===== src/rtl/sws_pkg.sv =====
`timescale 1ns / 1ps
`default_nettype none

package sws_pkg;

  typedef logic [31:0] word_t;

  typedef enum logic [2:0] {
    OP_PUSH   = 3'd0,
    OP_POP    = 3'd1,
    OP_DUMP   = 3'd2,
    OP_SEARCH = 3'd3,
    OP_SORT   = 3'd4
  } op_e;

  typedef enum logic [1:0] {
    ST_OK        = 2'd0,
    ST_FULL      = 2'd1,
    ST_EMPTY     = 2'd2,
    ST_NOT_FOUND = 2'd3
  } status_e;

  localparam int unsigned InTdataW  = 40;
  localparam int unsigned OutTdataW = 40;

endpackage

`default_nettype wire


===== src/rtl/stack_with_search_and_sort.sv =====
`timescale 1ns / 1ps
`default_nettype none

// Channel   Dir  Handshake              Payload
// s_axis    in   tvalid/tready          tdata: op[2:0], value[34:3]
// m_axis    out  tvalid/tready, tlast   tdata: status[1:0], data[33:2], position[36:34]
//
// One request at a time. For N stored words, sort makes up to N passes over the
// single read and single write port of the entry memory.
// Reset clears the fill count and control state; memory contents are not reset.
// A stalled output holds the walk in place; a new request is taken while the
// last result still waits in the output register.

module stack_with_search_and_sort #(
  parameter int unsigned DEPTH = 8
) (
  input  wire logic                          clk_i,
  input  wire logic                          rst_ni,
  input  wire logic                          s_axis_tvalid,
  output logic                               s_axis_tready,
  input  wire logic [sws_pkg::InTdataW-1:0]  s_axis_tdata,   // op, value
  output logic                               m_axis_tvalid,
  input  wire logic                          m_axis_tready,
  output logic [sws_pkg::OutTdataW-1:0]      m_axis_tdata,   // status, data, position
  output logic                               m_axis_tlast
);
  import sws_pkg::*;

  localparam int unsigned AW = (DEPTH > 1) ? $clog2(DEPTH) : 1;
  localparam int unsigned CW = $clog2(DEPTH + 1);

  localparam logic [2:0] S_IDLE       = 3'd0;
  localparam logic [2:0] S_RESP       = 3'd1;
  localparam logic [2:0] S_POP_RD     = 3'd2;
  localparam logic [2:0] S_SCAN       = 3'd3;
  localparam logic [2:0] S_SRCH_FIN   = 3'd4;
  localparam logic [2:0] S_SORT_FIRST = 3'd5;
  localparam logic [2:0] S_SORT_RUN   = 3'd6;
  localparam logic [2:0] S_SORT_END   = 3'd7;

  logic [2:0]    state_q, state_d;
  logic [CW-1:0] cnt_q, cnt_d;
  logic [CW-1:0] rd_idx_q, rd_idx_d;
  logic [CW-1:0] cur_idx_q, cur_idx_d;
  logic          rv_q, rv_d;
  logic          is_dump_q, is_dump_d;
  logic          pend_q, pend_d;
  logic [2:0]    pend_pos_q, pend_pos_d;
  logic          swapped_q, swapped_d;
  word_t         key_q, key_d;
  word_t         carry_q, carry_d;

  status_e       resp_status_q, resp_status_d;
  word_t         resp_data_q, resp_data_d;
  logic [2:0]    resp_pos_q, resp_pos_d;

  logic          out_valid_q, out_valid_d;
  status_e       out_status_q, out_status_d;
  word_t         out_data_q, out_data_d;
  logic [2:0]    out_pos_q, out_pos_d;
  logic          out_last_q, out_last_d;

  logic          wr_en, rd_en;
  logic [AW-1:0] wr_addr, rd_addr;
  word_t         wr_data, rd_data;

  logic          in_req, out_free, consume, match, more, scan_done;
  op_e           in_op;
  word_t         in_value;
  logic [CW-1:0] cnt_m1, wr_run;
  logic [CW+2:0] cur_ext;
  logic [2:0]    cur_pos;

  assign in_op    = op_e'(s_axis_tdata[2:0]);
  assign in_value = s_axis_tdata[34:3];
  assign in_req   = s_axis_tvalid && s_axis_tready;
  assign out_free = !out_valid_q || m_axis_tready;
  assign cnt_m1   = cnt_q - CW'(1);
  assign wr_run   = rd_idx_q - CW'(2);
  assign cur_ext  = {3'b000, cur_idx_q};
  assign cur_pos  = cur_ext[2:0];
  assign match    = (rd_data == key_q);
  assign more     = (rd_idx_q < cnt_q);

  always_comb begin
    if (is_dump_q) begin
      consume = rv_q && out_free;
    end else begin
      consume = rv_q && (!(match && pend_q) || out_free);
    end
  end

  assign scan_done = !more && (!rv_q || consume);

  always_comb begin
    state_d       = state_q;
    cnt_d         = cnt_q;
    rd_idx_d      = rd_idx_q;
    cur_idx_d     = cur_idx_q;
    rv_d          = rv_q;
    is_dump_d     = is_dump_q;
    pend_d        = pend_q;
    pend_pos_d    = pend_pos_q;
    swapped_d     = swapped_q;
    key_d         = key_q;
    carry_d       = carry_q;
    resp_status_d = resp_status_q;
    resp_data_d   = resp_data_q;
    resp_pos_d    = resp_pos_q;
    out_valid_d   = out_valid_q && !m_axis_tready;
    out_status_d  = out_status_q;
    out_data_d    = out_data_q;
    out_pos_d     = out_pos_q;
    out_last_d    = out_last_q;
    wr_en         = 1'b0;
    wr_addr       = cnt_q[AW-1:0];
    wr_data       = in_value;
    rd_en         = 1'b0;
    rd_addr       = rd_idx_q[AW-1:0];

    unique case (state_q)
      S_IDLE: begin
        if (in_req) begin
          key_d         = in_value;
          resp_status_d = ST_OK;
          resp_data_d   = '0;
          resp_pos_d    = '0;
          rd_idx_d      = '0;
          rv_d          = 1'b0;
          pend_d        = 1'b0;
          case (in_op)
            OP_PUSH: begin
              if (cnt_q == CW'(DEPTH)) begin
                resp_status_d = ST_FULL;
              end else begin
                wr_en = 1'b1;
                cnt_d = cnt_q + CW'(1);
              end
              state_d = S_RESP;
            end
            OP_POP: begin
              if (cnt_q == '0) begin
                resp_status_d = ST_EMPTY;
                state_d       = S_RESP;
              end else begin
                rd_en   = 1'b1;
                rd_addr = cnt_m1[AW-1:0];
                cnt_d   = cnt_m1;
                state_d = S_POP_RD;
              end
            end
            OP_DUMP: begin
              is_dump_d = 1'b1;
              if (cnt_q == '0) begin
                resp_status_d = ST_EMPTY;
                state_d       = S_RESP;
              end else begin
                state_d = S_SCAN;
              end
            end
            OP_SEARCH: begin
              is_dump_d = 1'b0;
              state_d   = S_SCAN;
            end
            OP_SORT: begin
              if (cnt_q < CW'(2)) begin
                state_d = S_RESP;
              end else begin
                rd_en     = 1'b1;
                rd_addr   = '0;
                swapped_d = 1'b0;
                state_d   = S_SORT_FIRST;
              end
            end
            default: begin
              state_d = S_IDLE;
            end
          endcase
        end
      end

      S_RESP: begin
        if (out_free) begin
          out_valid_d  = 1'b1;
          out_status_d = resp_status_q;
          out_data_d   = resp_data_q;
          out_pos_d    = resp_pos_q;
          out_last_d   = 1'b1;
          state_d      = S_IDLE;
        end
      end

      S_POP_RD: begin
        resp_data_d = rd_data;
        state_d     = S_RESP;
      end

      S_SCAN: begin
        if (consume) begin
          if (is_dump_q) begin
            out_valid_d  = 1'b1;
            out_status_d = ST_OK;
            out_data_d   = rd_data;
            out_pos_d    = cur_pos;
            out_last_d   = (cur_idx_q == cnt_m1);
          end else if (match) begin
            if (pend_q) begin
              out_valid_d  = 1'b1;
              out_status_d = ST_OK;
              out_data_d   = key_q;
              out_pos_d    = pend_pos_q;
              out_last_d   = 1'b0;
            end
            pend_d     = 1'b1;
            pend_pos_d = cur_pos;
          end
        end
        if ((!rv_q || consume) && more) begin
          rd_en     = 1'b1;
          rd_idx_d  = rd_idx_q + CW'(1);
          cur_idx_d = rd_idx_q;
          rv_d      = 1'b1;
        end else if (consume) begin
          rv_d = 1'b0;
        end
        if (scan_done) begin
          state_d = is_dump_q ? S_IDLE : S_SRCH_FIN;
        end
      end

      S_SRCH_FIN: begin
        if (pend_q) begin
          resp_status_d = ST_OK;
          resp_data_d   = key_q;
          resp_pos_d    = pend_pos_q;
        end else begin
          resp_status_d = ST_NOT_FOUND;
        end
        state_d = S_RESP;
      end

      S_SORT_FIRST: begin
        carry_d  = rd_data;
        rd_en    = 1'b1;
        rd_addr  = AW'(1);
        rd_idx_d = CW'(2);
        state_d  = S_SORT_RUN;
      end

      S_SORT_RUN: begin
        wr_en   = 1'b1;
        wr_addr = wr_run[AW-1:0];
        if ($signed(rd_data) < $signed(carry_q)) begin
          wr_data   = rd_data;
          swapped_d = 1'b1;
        end else begin
          wr_data = carry_q;
          carry_d = rd_data;
        end
        if (more) begin
          rd_en    = 1'b1;
          rd_idx_d = rd_idx_q + CW'(1);
        end else begin
          state_d = S_SORT_END;
        end
      end

      S_SORT_END: begin
        wr_en   = 1'b1;
        wr_addr = cnt_m1[AW-1:0];
        wr_data = carry_q;
        if (swapped_q) begin
          rd_en     = 1'b1;
          rd_addr   = '0;
          swapped_d = 1'b0;
          state_d   = S_SORT_FIRST;
        end else begin
          state_d = S_RESP;
        end
      end

      default: begin
        state_d = S_IDLE;
      end
    endcase
  end

  sws_ram #(
    .DEPTH(DEPTH),
    .AW   (AW)
  ) u_ram (
    .clk_i    (clk_i),
    .wr_en_i  (wr_en),
    .wr_addr_i(wr_addr),
    .wr_data_i(wr_data),
    .rd_en_i  (rd_en),
    .rd_addr_i(rd_addr),
    .rd_data_o(rd_data)
  );

  always_ff @(posedge clk_i or negedge rst_ni) begin
    if (!rst_ni) begin
      state_q     <= S_IDLE;
      cnt_q       <= '0;
      rv_q        <= 1'b0;
      pend_q      <= 1'b0;
      swapped_q   <= 1'b0;
      is_dump_q   <= 1'b0;
      out_valid_q <= 1'b0;
    end else begin
      state_q     <= state_d;
      cnt_q       <= cnt_d;
      rv_q        <= rv_d;
      pend_q      <= pend_d;
      swapped_q   <= swapped_d;
      is_dump_q   <= is_dump_d;
      out_valid_q <= out_valid_d;
    end
  end

  always_ff @(posedge clk_i) begin
    rd_idx_q      <= rd_idx_d;
    cur_idx_q     <= cur_idx_d;
    pend_pos_q    <= pend_pos_d;
    key_q         <= key_d;
    carry_q       <= carry_d;
    resp_status_q <= resp_status_d;
    resp_data_q   <= resp_data_d;
    resp_pos_q    <= resp_pos_d;
    out_status_q  <= out_status_d;
    out_data_q    <= out_data_d;
    out_pos_q     <= out_pos_d;
    out_last_q    <= out_last_d;
  end

  assign s_axis_tready = (state_q == S_IDLE);
  assign m_axis_tvalid = out_valid_q;
  assign m_axis_tlast  = out_last_q;
  assign m_axis_tdata  = {3'b000, out_pos_q, out_data_q, out_status_q};

endmodule

`default_nettype wire


===== src/rtl/sws_ram.sv =====
`timescale 1ns / 1ps
`default_nettype none

module sws_ram #(
  parameter int unsigned DEPTH = 8,
  parameter int unsigned AW    = 3
) (
  input  wire logic          clk_i,
  input  wire logic          wr_en_i,
  input  wire logic [AW-1:0] wr_addr_i,
  input  wire sws_pkg::word_t wr_data_i,
  input  wire logic          rd_en_i,
  input  wire logic [AW-1:0] rd_addr_i,
  output sws_pkg::word_t     rd_data_o
);
  import sws_pkg::*;

  word_t mem [DEPTH];
  word_t rd_data_q;

  always_ff @(posedge clk_i) begin
    if (wr_en_i) begin
      mem[wr_addr_i] <= wr_data_i;
    end
    if (rd_en_i) begin
      rd_data_q <= mem[rd_addr_i];
    end
  end

  assign rd_data_o = rd_data_q;

endmodule

`default_nettype wire


===== config.mk =====
export PLATFORM = sky130hd
export DESIGN_NAME = stack_with_search_and_sort
export DESIGN_NICKNAME = d
export VERILOG_FILES = /design/src/rtl/sws_pkg.sv /design/src/rtl/stack_with_search_and_sort.sv /design/src/rtl/sws_ram.sv
export SDC_FILE = /design/constraint.sdc
export NUM_CORES = 1
export LEC_CHECK = 0
export BUFFER_PORTS_ARGS = -buffer_cell sky130_fd_sc_hd__buf_2
export CORE_AREA = 2 2 174 304
export CTS_BUF_LIST = sky130_fd_sc_hd__clkbuf_4
export CTS_CLUSTER_DIAMETER = 50
export CTS_CLUSTER_SIZE = 20
export DETAILED_ROUTE_END_ITERATION = 7
export DIE_AREA = 0 0 176 306
export HOLD_SLACK_MARGIN = 0.08
export PLACE_DENSITY = 0.53
export SLEW_MARGIN = 20
export SYNTH_ARGS = -nofsm -noshare
export SYNTH_HDL_FRONTEND = slang
export SYNTH_SLANG_ARGS = --single-unit

===== constraint.sdc =====
create_clock -name clk_i -period 7.4 [get_ports clk_i]
set_input_delay 1.11 -clock clk_i [delete_from_list [all_inputs] [get_ports clk_i]]
set_output_delay 1.11 -clock clk_i [all_outputs]
set_load 0.005 [all_outputs]

# ---- After elaboration in Yosys (flattened, before gate mapping)
# Memory sizes are Yosys's and may differ from the RTL's. A register that Yosys moved wholly into a read port is not among the register bits.
# Index checks and enable logic that the tools add are counted.
# Widths: inputs -> output; s select.
dict set report totals {
  register_bits 162
  ram_bits 256
  in_bits 44
  word_cells 204
  n_memories 1
}
dict set report op_classes {
  add_sub_neg 4
  order_cmp 3
  n_eq_ne 33
  muxes 98
  bitwise 1
  reduce_logical 45
}
# name depth width read_ports rd_ports_with_merged_regs write_ports line_no
set mem_list {}
lappend mem_list {u_ram.mem 8 32 1 1 1 sws_ram.sv:18} ;# word_t mem [DEPTH];
# operator count
set ops {}
lappend ops {{$mux 32} 8}
lappend ops {{$pmux 32 s2} 3}
lappend ops {{$pmux 32 s3} 1}
lappend ops {{$mux 3} 17}
lappend ops {{$mux 1} 33}
lappend ops {{$eq 32x32->1} 1}
lappend ops {{$lt 32x32->1} 1}
lappend ops {{$ne 2x2->1 const B} 14}
lappend ops {{$pmux 3 s2} 4}
lappend ops {{$pmux 3 s7} 1}
lappend ops {{$mux 2} 10}
lappend ops {{$mux 4} 5}
lappend ops {{$reduce_and 5->1} 4}
lappend ops {{$pmux 4 s4} 1}
lappend ops {{$eq 3x3->1 const B} 5}
lappend ops {{$pmux 3 s5} 1}
lappend ops {{$pmux 1 s2} 7}
lappend ops {{$eq 3x2->1 const B} 4}
lappend ops {{$pmux 2 s2} 3}
lappend ops {{$reduce_and 3->1} 4}
lappend ops {{$reduce_and 4->1} 3}
lappend ops {{$reduce_bool 2->1} 6}
lappend ops {{$ne 3x3->1 const B} 3}
lappend ops {{$pmux 3 s3} 1}
lappend ops {{22 further kinds} 44}

# ---- Depth between registers and ports, before layout
# Gate-level depths: netlist (run 1).
dict set report logic_depth {
  ltp_word 10
  ltp_mapped 13
}

# ---- Modules after synthesis
# From an unflattened synthesis (run 1), not the netlist that was laid out.
dict set report hier_totals {
  cells_unflattened 1241
  area_unflattened_um2 19759.0
}
# module n_inst cells_per_inst area_each_um2 seq_area_each_um2
set by_module_without_submodules {}
lappend by_module_without_submodules {sws_ram 1 415 10786.6 8648.3}
lappend by_module_without_submodules {stack_with_search_and_sort 1 826 8972.4 4804.6}

# ---- Worst setup path after synthesis (run 1)
# OpenSTA, ideal clock, no wires.
dict set report synth_timing {
  path_kind {input -> register}
  from {input s_axis_tvalid}
  to {memory u_ram.mem[3][0] (netlist bit), enable pin}
  setup_ns 0.421
  t_arrival_ns 3.998
  setup_slack_ns 2.981
  cell_stages 5
  n_path_buf 0
  path_cell_list {or4b_4 -> clkinv_1 -> a21oi_1 -> or2_2 -> nor2_1}
}
dict set report synth_via {
  elab_chain_cells 5
}
# element line_no
set synth_rtl {}
lappend synth_rtl {{start, declared} stack_with_search_and_sort.sv:19} ;# input wire logic s_axis_tvalid,
lappend synth_rtl {{$logic_and 1x1->1} stack_with_search_and_sort.sv:76} ;# assign in_req = s_axis_tvalid && s_axis_tready;
lappend synth_rtl {{$mux 1} stack_with_search_and_sort.sv:123} ;# if (in_req) begin
lappend synth_rtl {{$pmux 1 s2} stack_with_search_and_sort.sv:121} ;# unique case (state_q)
lappend synth_rtl {{$mux 1} sws_ram.sv:22} ;# if (wr_en_i) begin
lappend synth_rtl {{$mux 1 (implied by the code)} sws_ram.sv:23} ;# mem[wr_addr_i] <= wr_data_i;
lappend synth_rtl {{end, declared} sws_ram.sv:18}
# Every way passes these cells.

# ---- Final worst setup path (run 1)
dict set report layout_timing {
  from {register cnt_q[0]}
  to {register u_ram.rd_data_q[8], in the netlist u_ram.rd_data_o[8], read port of u_ram.mem (data pin)}
}
dict set report layout_via {
  elab_chain_cells 5
  word_cells_on_any_way 17
  classes_between {1 x add/sub; 2 x order compare; 12 x mux; 2 x reduce/logical}
}
# element line_no
set layout_rtl {}
lappend layout_rtl {{start, declared} stack_with_search_and_sort.sv:42} ;# logic [CW-1:0] cnt_q, cnt_d;
lappend layout_rtl {{start signal, assigned} stack_with_search_and_sort.sv:312} ;# cnt_q <= cnt_d;
lappend layout_rtl {{$sub 4x1->4, or another cell as far along} stack_with_search_and_sort.sv:78} ;# assign cnt_m1 = cnt_q - CW'(1);
lappend layout_rtl {{$mux 3, or another cell as far along} stack_with_search_and_sort.sv:142} ;# if (cnt_q == '0) begin
lappend layout_rtl {{$pmux 3 s2 or $pmux 1 s2 (tied branches)} stack_with_search_and_sort.sv:131} ;# case (in_op)
lappend layout_rtl {{$mux 3 or $mux 1 (tied branches)} stack_with_search_and_sort.sv:123}
lappend layout_rtl {{$pmux 3 s3 or $pmux 1 s5 (tied branches)} stack_with_search_and_sort.sv:121}
lappend layout_rtl {{end, declared} sws_ram.sv:19} ;# word_t rd_data_q;
# Several ways; a longest one is shown, not always the timed one.
# A chain may end at the register's enable or synchronous reset.

==> results_dict.tcl, run 1 <==
set metrics [dict create \
    dr.pass1.iters 6 \
    core_um2 51300 \
    drc_errors 0 \
    critPathMaxFanout 55 \
    dp_hpwl_um 32400 \
    ys_seq_area_frac 0.679 \
    ios 87 \
    cts_tree "yes" \
    p_per_area_nw_per_um2 389 \
    synthToLayoutAreaGrowth_pct 7.78 \
    grt_antenna_before_repair 1 \
    worst_pin_slew_ns 0.984 \
    wire_per_inst_um 22.9 \
    nNetsFinal 1562 \
    cts_sinks 450 \
    end_kind "flip-flop" \
    final_cells 2170 \
    h-tree-depth 1 \
    cts_buffers 31 \
    grt_max_degree 76 \
    postCtsHoldBufs 0 \
    worst_slack_ns 3.05 \
    synth_ff_type "edfxtp_1" \
    r2r_setup_slack_ns 3.05 \
    fin_crit_ns 4.35 \
    root_buffer "clkbuf_4" \
    clkLatencyLatePin_ns 0.86 \
    synth_edf_count 438 \
    vias 11900 \
    netlist_area_um2 19800 \
    fp-row-count 110 \
    drtAntennaViolNets 0 \
    ys_ff_latch 450 \
    fin_setup_tns_ns 0 \
    grt_pass1_wl_um 74200 \
    crit_required_ns 7.98 \
    fmax_ghz 0.230 \
    setup_viol 0 \
    fin_area_um2 21400 \
    grt_use_met2 0.353 \
    use_met1 0.208 \
    slew_viol_final 0 \
    synth_area_per_cell_um2 13.8 \
    gp_congestion 0.861 \
    slew_headroom 0.338 \
    startpoint_type "flip-flop" \
    dpl_worst_slack_ns 2.66 \
    path_clk_slew_ns 0.18 \
    syn_inst 1433 \
    use_met3 0.0155 \
    initial_core_util 0.386 \
    crit_arrival_ns 4.94 \
    post-route-period-util 0.588 \
    timing.rr.start "cnt_q[0]" \
    r2r_end "u_ram.rd_data_o[8]" \
    place_area_um2 20900 \
    dieArea_um2 53900 \
    maxCapViolCount 0 \
    utilization 0.416 \
    clock_skew_ns 0.0256 \
    cts_setup_buffers 0 \
    drive_above_1_share 0.166 \
    die_x_um 176 \
    grt-busiest-layer "met2" \
    yosys_warnings 0 \
    rr_worst_depth 12 \
    synthArstFlopShare 0.0267 \
    viasPerCell 5.47 \
    crit_type "reg -> reg" \
    first_global_vias 12000 \
    drt_iter0_markers 873 \
    cts.path.max_buffers 3 \
    yosys.cell_types.count 65 \
    wl_um 49600 \
    holdWs_ns 0.142 \
    hold_violations 0 \
    leakage_nw 7.20 \
    io_buffer_count 78 \
    globalRouteOverflowTotal 0 \
    hold_class "in -> async" \
    grtUsageTotal 0.183 \
    post_cts_resized 0 \
    status "complete, no violations" \
    vdd_drop_max_v 0.000225 \
    placed_cells 2118 \
    rsz0062_at_grt "false" \
    power.total_mw 8.32 \
    die-height_um 306 \
]
==> logic make-up after synthesis <==
| logic type | Yosys count | share of synthesized area |
|---|---|---|
| AOI/OAI and AO/OA | 348 | 0.110 |
| xor gates and xnor gates | 45 | 0.0199 |
| adders and majority gates | 39 | 0.0245 |
| buffers and inverters | 140 | 0.0318 |
| DFF | 450 | 0.679 |
| muxes | 103 | 0.0561 |
| other | 1 | 0.000189 |
| and+or+nand+nor | 307 | 0.0790 |
==> worst max path at each step <==
stage                        startpoint                   to  slack (ns)  depth (start not counted)
final                          cnt_q[0]   u_ram.rd_data_o[8]        3.05                         12
after global routing           cnt_q[0]   u_ram.rd_data_o[8]        2.82                         12
after CTS                      cnt_q[0]   u_ram.rd_data_o[8]        3.09                         12
after detailed placement  s_axis_tvalid  u_ram.rd_data_o[27]        2.66                          9
after global placement    s_axis_tvalid  u_ram.rd_data_o[11]        2.70                         10
after floorplan           s_axis_tvalid      u_ram.mem[3][0]        2.98                          5
==> layer usage <==
metal,up-vias,routed length (µm)
met3,84,1550
met4,0,1700
li1,5585,-
met1,5922,19000
met5,-,0
met2,289,27300
==> power by group <==
| group | total, mW | switching [mW] | internal, mW |
|---|---|---|---|
| Clock | 1.08 | 0.810 | 0.274 |
| Combinational | 3.40 | 2.17 | 1.23 |
| Sequential | 3.84 | 0.376 | 3.46 |
==> worst max-delay path: stages, from the launching register on <==
cell and delay [ns]:
dfrtp_1 0.61, inv_1 0.14, ha_1 0.28, or3b_2 0.27, a21oi_1 0.08, a41oi_1 0.33, a21oi_2 0.14, buf_4 0.29
nor2_4 0.60, buf_4 0.63, mux2_2 0.41, o22ai_1 0.18, a31oi_1 0.08
==> Yosys cell counts (3+ instances only) <==
cell      instances  share of area
nand2_1          64          0.012
inv_1            44         0.0083
dfrtp_1          12          0.015
nor4_1            5         0.0016
mux2_2           65          0.037
nor2b_1           6         0.0019
clkbuf_1         57          0.011
a211o_1           3         0.0013
nand2b_1          6         0.0019
buf_1            12         0.0023
a21oi_1         128          0.032
and2_1            7         0.0022
xnor2_1          38          0.017
o211ai_1         32          0.012
and3_1            4         0.0013
a21o_1            4         0.0015
nand4_1          17         0.0054
nor2_1          103          0.020
buf_2             9         0.0023
buf_6             8         0.0045
edfxtp_1        438           0.66
a22o_1           32          0.014
nor3b_1          32          0.012
nor3_1            8         0.0020
xor2_1            7         0.0031
o21ai_0          20         0.0050
mux2i_1          38          0.019
a31oi_1          68          0.021
ha_1             38          0.024
buf_4             9         0.0034
or3_1            33          0.010
a211oi_1          4         0.0015
nand3_1           7         0.0018
or2_2             3        0.00095
o22ai_1          34          0.011
==> area by class of cell <==
| class | count | area (µm²) |
|---|---|---|
| antenna | 1 | 2.50 |
| clock buffer | 32 | 240 |
| multi-input combinational | 845 | 5860 |
| tap | 672 | 841 |
| sequential | 450 | 13500 |
| clock inverter | 18 | 178 |
| fill | 4712 | 30000 |
| timing repair buffer | 107 | 628 |
| inverter | 45 | 169 |
==> cell usage in the layout (no fill, tap or decap), types with 3 or more instances in the layout <==
cell type   count
o21ai_0        20
nand2_1        64
buf_2          78
mux2i_1        38
xnor2_1        38
clkinv_1        5
clkinvlp_4      3
and3_1          4
a211o_1         3
a21oi_1       127
o22ai_1        34
nor2_4         11
xor2_1          7
inv_1          44
and2_1          7
nor3_1          7
a211oi_1        4
or2_2           3
clkinv_8        3
a31oi_1        68
mux2_2         65
or3_1          33
dfrtp_1        11
clkbuf_4       32
nand3_1         7
a21o_1          4
nand2b_1        6
ha_1           38
nand4_1        17
nor4_1          5
conb_1          3
edfxtp_1      438
buf_4          28
nor2b_1         5
nor3b_1        32
a22o_1         32
nor2_1         92
o211ai_1       32
==> state kept, by name, summed over array words and instances, names as in the netlist, 2 cells and up <==
register and cells:
u_ram.mem 256, carry_q 32, key_q 32, out_data_q 32
resp_data_q 32, u_ram.rd_data_o 32, cnt_q 4, cur_idx_q 4
rd_idx_q 4, out_pos_q 3, pend_pos_q 3, resp_pos_q 3
state_q 3, out_status_q 2, resp_status_q 2
Power figures use the tool's default switching activity.
==> run 2, diff against run 1 <==
- PLACE_DENSITY: 0.53 -> 0.55
- clock period: 7.4 -> 3.5 ns (I/O delays scaled with it)
==> run 2 against run 1 <==
Net effect:
- critical path depth increased by 1
- clock skew increased by 0.039 ns
- final area increased by 5.6%
- worst hold slack improved by 0.025 ns
- highest routed layer is now met5
- maximum frequency increased by 31%
- sequential cell count unchanged
- core utilization increased by 2.3 points
==> results_dict.tcl, run 2 (same netlist as run 1, synthesis figures left out) <==
set metrics [dict create \
    crit_required_ns 4.17 \
    cts_setup_buffers 0 \
    die_x_um 176 \
    cts_buffers 29 \
    io_buffer_count 78 \
    hold_violations 0 \
    rsz0062_at_grt "false" \
    dieArea_um2 53900 \
    grt_antenna_before_repair 3 \
    cts_tree "yes" \
    hold_class "in -> reg" \
    fin_crit_ns 3.32 \
    path_clk_slew_ns 0.22 \
    h-tree-depth 1 \
    mostFrequentLayoutCells "edfxtp_1 (438), a21oi_1 (124), buf_4 (99)" \
    wl_um 52000 \
    maxCapViolCount 0 \
    worst_pin_slew_ns 0.751 \
    synthToLayoutAreaGrowth_pct 13.9 \
    critPathMaxFanout 16 \
    hold_depth 2 \
    clkLatencyLatePin_ns 0.84 \
    post-route-period-util 0.950 \
    final_common_cell "edfxtp_1" \
    startpoint_type "flip-flop" \
    nNetsFinal 1685 \
    timing.rr.start "carry_q[5]" \
    vias 12600 \
    rr_worst_depth 13 \
    top_register "u_ram.mem" \
    hold-path-endpoint "is_dump_q" \
    wire_per_inst_um 22.7 \
    fp-row-count 110 \
    drtAntennaViolNets 0 \
    p_per_area_nw_per_um2 821 \
    r2r_end "u_ram.mem[2][12]" \
    power.total_mw 18.5 \
    drc_errors 0 \
    globalRouteOverflowTotal 0 \
    r2r_setup_slack_ns 0.18 \
    dr.pass1.iters 5 \
    drt_iter0_markers 1038 \
    gp_congestion 0.910 \
    crit_slowest_cell "a211o_1" \
    crit_type "reg -> reg" \
    grt_pass1_wl_um 77200 \
    leakage_nw 7.82 \
    ios 87 \
    die-height_um 306 \
    root_buffer "clkbuf_4" \
    fmax_ghz 0.301 \
    end_kind "flip-flop" \
    cts_sinks 450 \
    final_cells 2289 \
    holdWs_ns 0.167 \
    dp_hpwl_um 33600 \
    placed_cells 2207 \
    grt_max_degree 60 \
    core_um2 51300 \
    vdd_drop_max_v 0.000660 \
    setup_viol 0 \
    first_global_vias 12800 \
    status "complete, no violations" \
    slew_headroom 0.497 \
    largest_reg_flops 256 \
    worst_path_dominant_cell_family "compound AO/OA/AOI/OAI gates" \
    cts.path.max_buffers 3 \
    crit_chain "inv_1 -> ha_1 -> a211o_1 -> a21oi_1 -> o31ai_1 -> a211o_1 -> a221oi_2 -> buf_4 -> and2_4 -> buf_12 -> a21oi_1 -> a21oi_2 -> buf_4" \
    grtUsageTotal 0.189 \
    drive_above_1_share 0.208 \
    hp-start "s_axis_tdata[0]" \
    slew_viol_final 0 \
    clock_skew_ns 0.0642 \
    crit_buf_inv 4 \
    slowest_delay_ns 0.43 \
    crit_arrival_ns 3.99 \
    viasPerCell 5.49 \
    initial_core_util 0.386 \
]
-- run 2: report_power, final --
part / total [mW] / internal (mW) / switching, mW / leakage, nW
Sequential: 7.81 / 7.30 / 0.509 / 4.15
Clock: 2.14 / 0.507 / 1.63 / 0.188
Combinational: 8.59 / 3.37 / 5.23 / 3.48
Total: 18.5 / 11.2 / 7.36 / 7.82
-- run 2: repair_timing --
| action | 4_1_cts | 5_1_grt |
|---|---|---|
| hold buffers | 35 | 0 |
| gates cloned | 0 | 2 |
| endpoints found under the hold margin | 45 | 0 |
| endpoints found under the setup margin | 8 | 267 |
| gates resized for setup | 1 | 6 |
| pin swaps | 0 | 2 |
-- run 2: stage by stage --
stage / setup WS (ns) / instance area (µm²) / TNS, ns / utilization
final: 0.176 / 22600 / 0 / 0.440
after global routing: 0.0479 / 22600 / 0 / 0.440
after CTS: 0.0692 / 22500 / 0 / 0.438
after detailed placement: 0.0287 / 21800 / 0 / 0.425
after global placement: 0.0615 / 21800 / 0 / 0.425
after floorplan: -0.373 / 19800 / -72.27 / -
-- run 2: area by class of cell --
cell class | instances | area [µm²]
multi-input combinational | 846 | 5890
antenna | 5 | 12.5
clock inverter | 11 | 121
tap | 672 | 841
inverter | 45 | 169
timing repair buffer | 231 | 1870
fill | 4646 | 28800
sequential | 450 | 13500
clock buffer | 29 | 218
-- run 2: how the worst max path moves through the flow --
stage / startpoint / end / slack (ns) / depth (start not counted)
3_5_place_dp: u_ram.rd_data_o[5] / u_ram.mem[4][12] / 0.03 / 12
3_3_place_gp: u_ram.rd_data_o[5] / u_ram.mem[4][12] / 0.06 / 12
5_1_grt: carry_q[25] / carry_q[17] / 0.05 / 11
4_1_cts: carry_q[5] / u_ram.mem[2][12] / 0.07 / 13
2_1_floorplan: state_q[1] / u_ram.mem[3][0] / -0.37 / 6
6_report: carry_q[5] / u_ram.mem[2][12] / 0.18 / 13
-- run 2: layer usage --
metal / share of wire / vias up / GRT usage
li1: - / 5819 / -
met1: 0.38 / 6314 / 0.219
met2: 0.54 / 343 / 0.355
met3: 0.037 / 98 / 0.0156
met4: 0.041 / 4 / 0.0778
met5: 0.00052 / - / 0
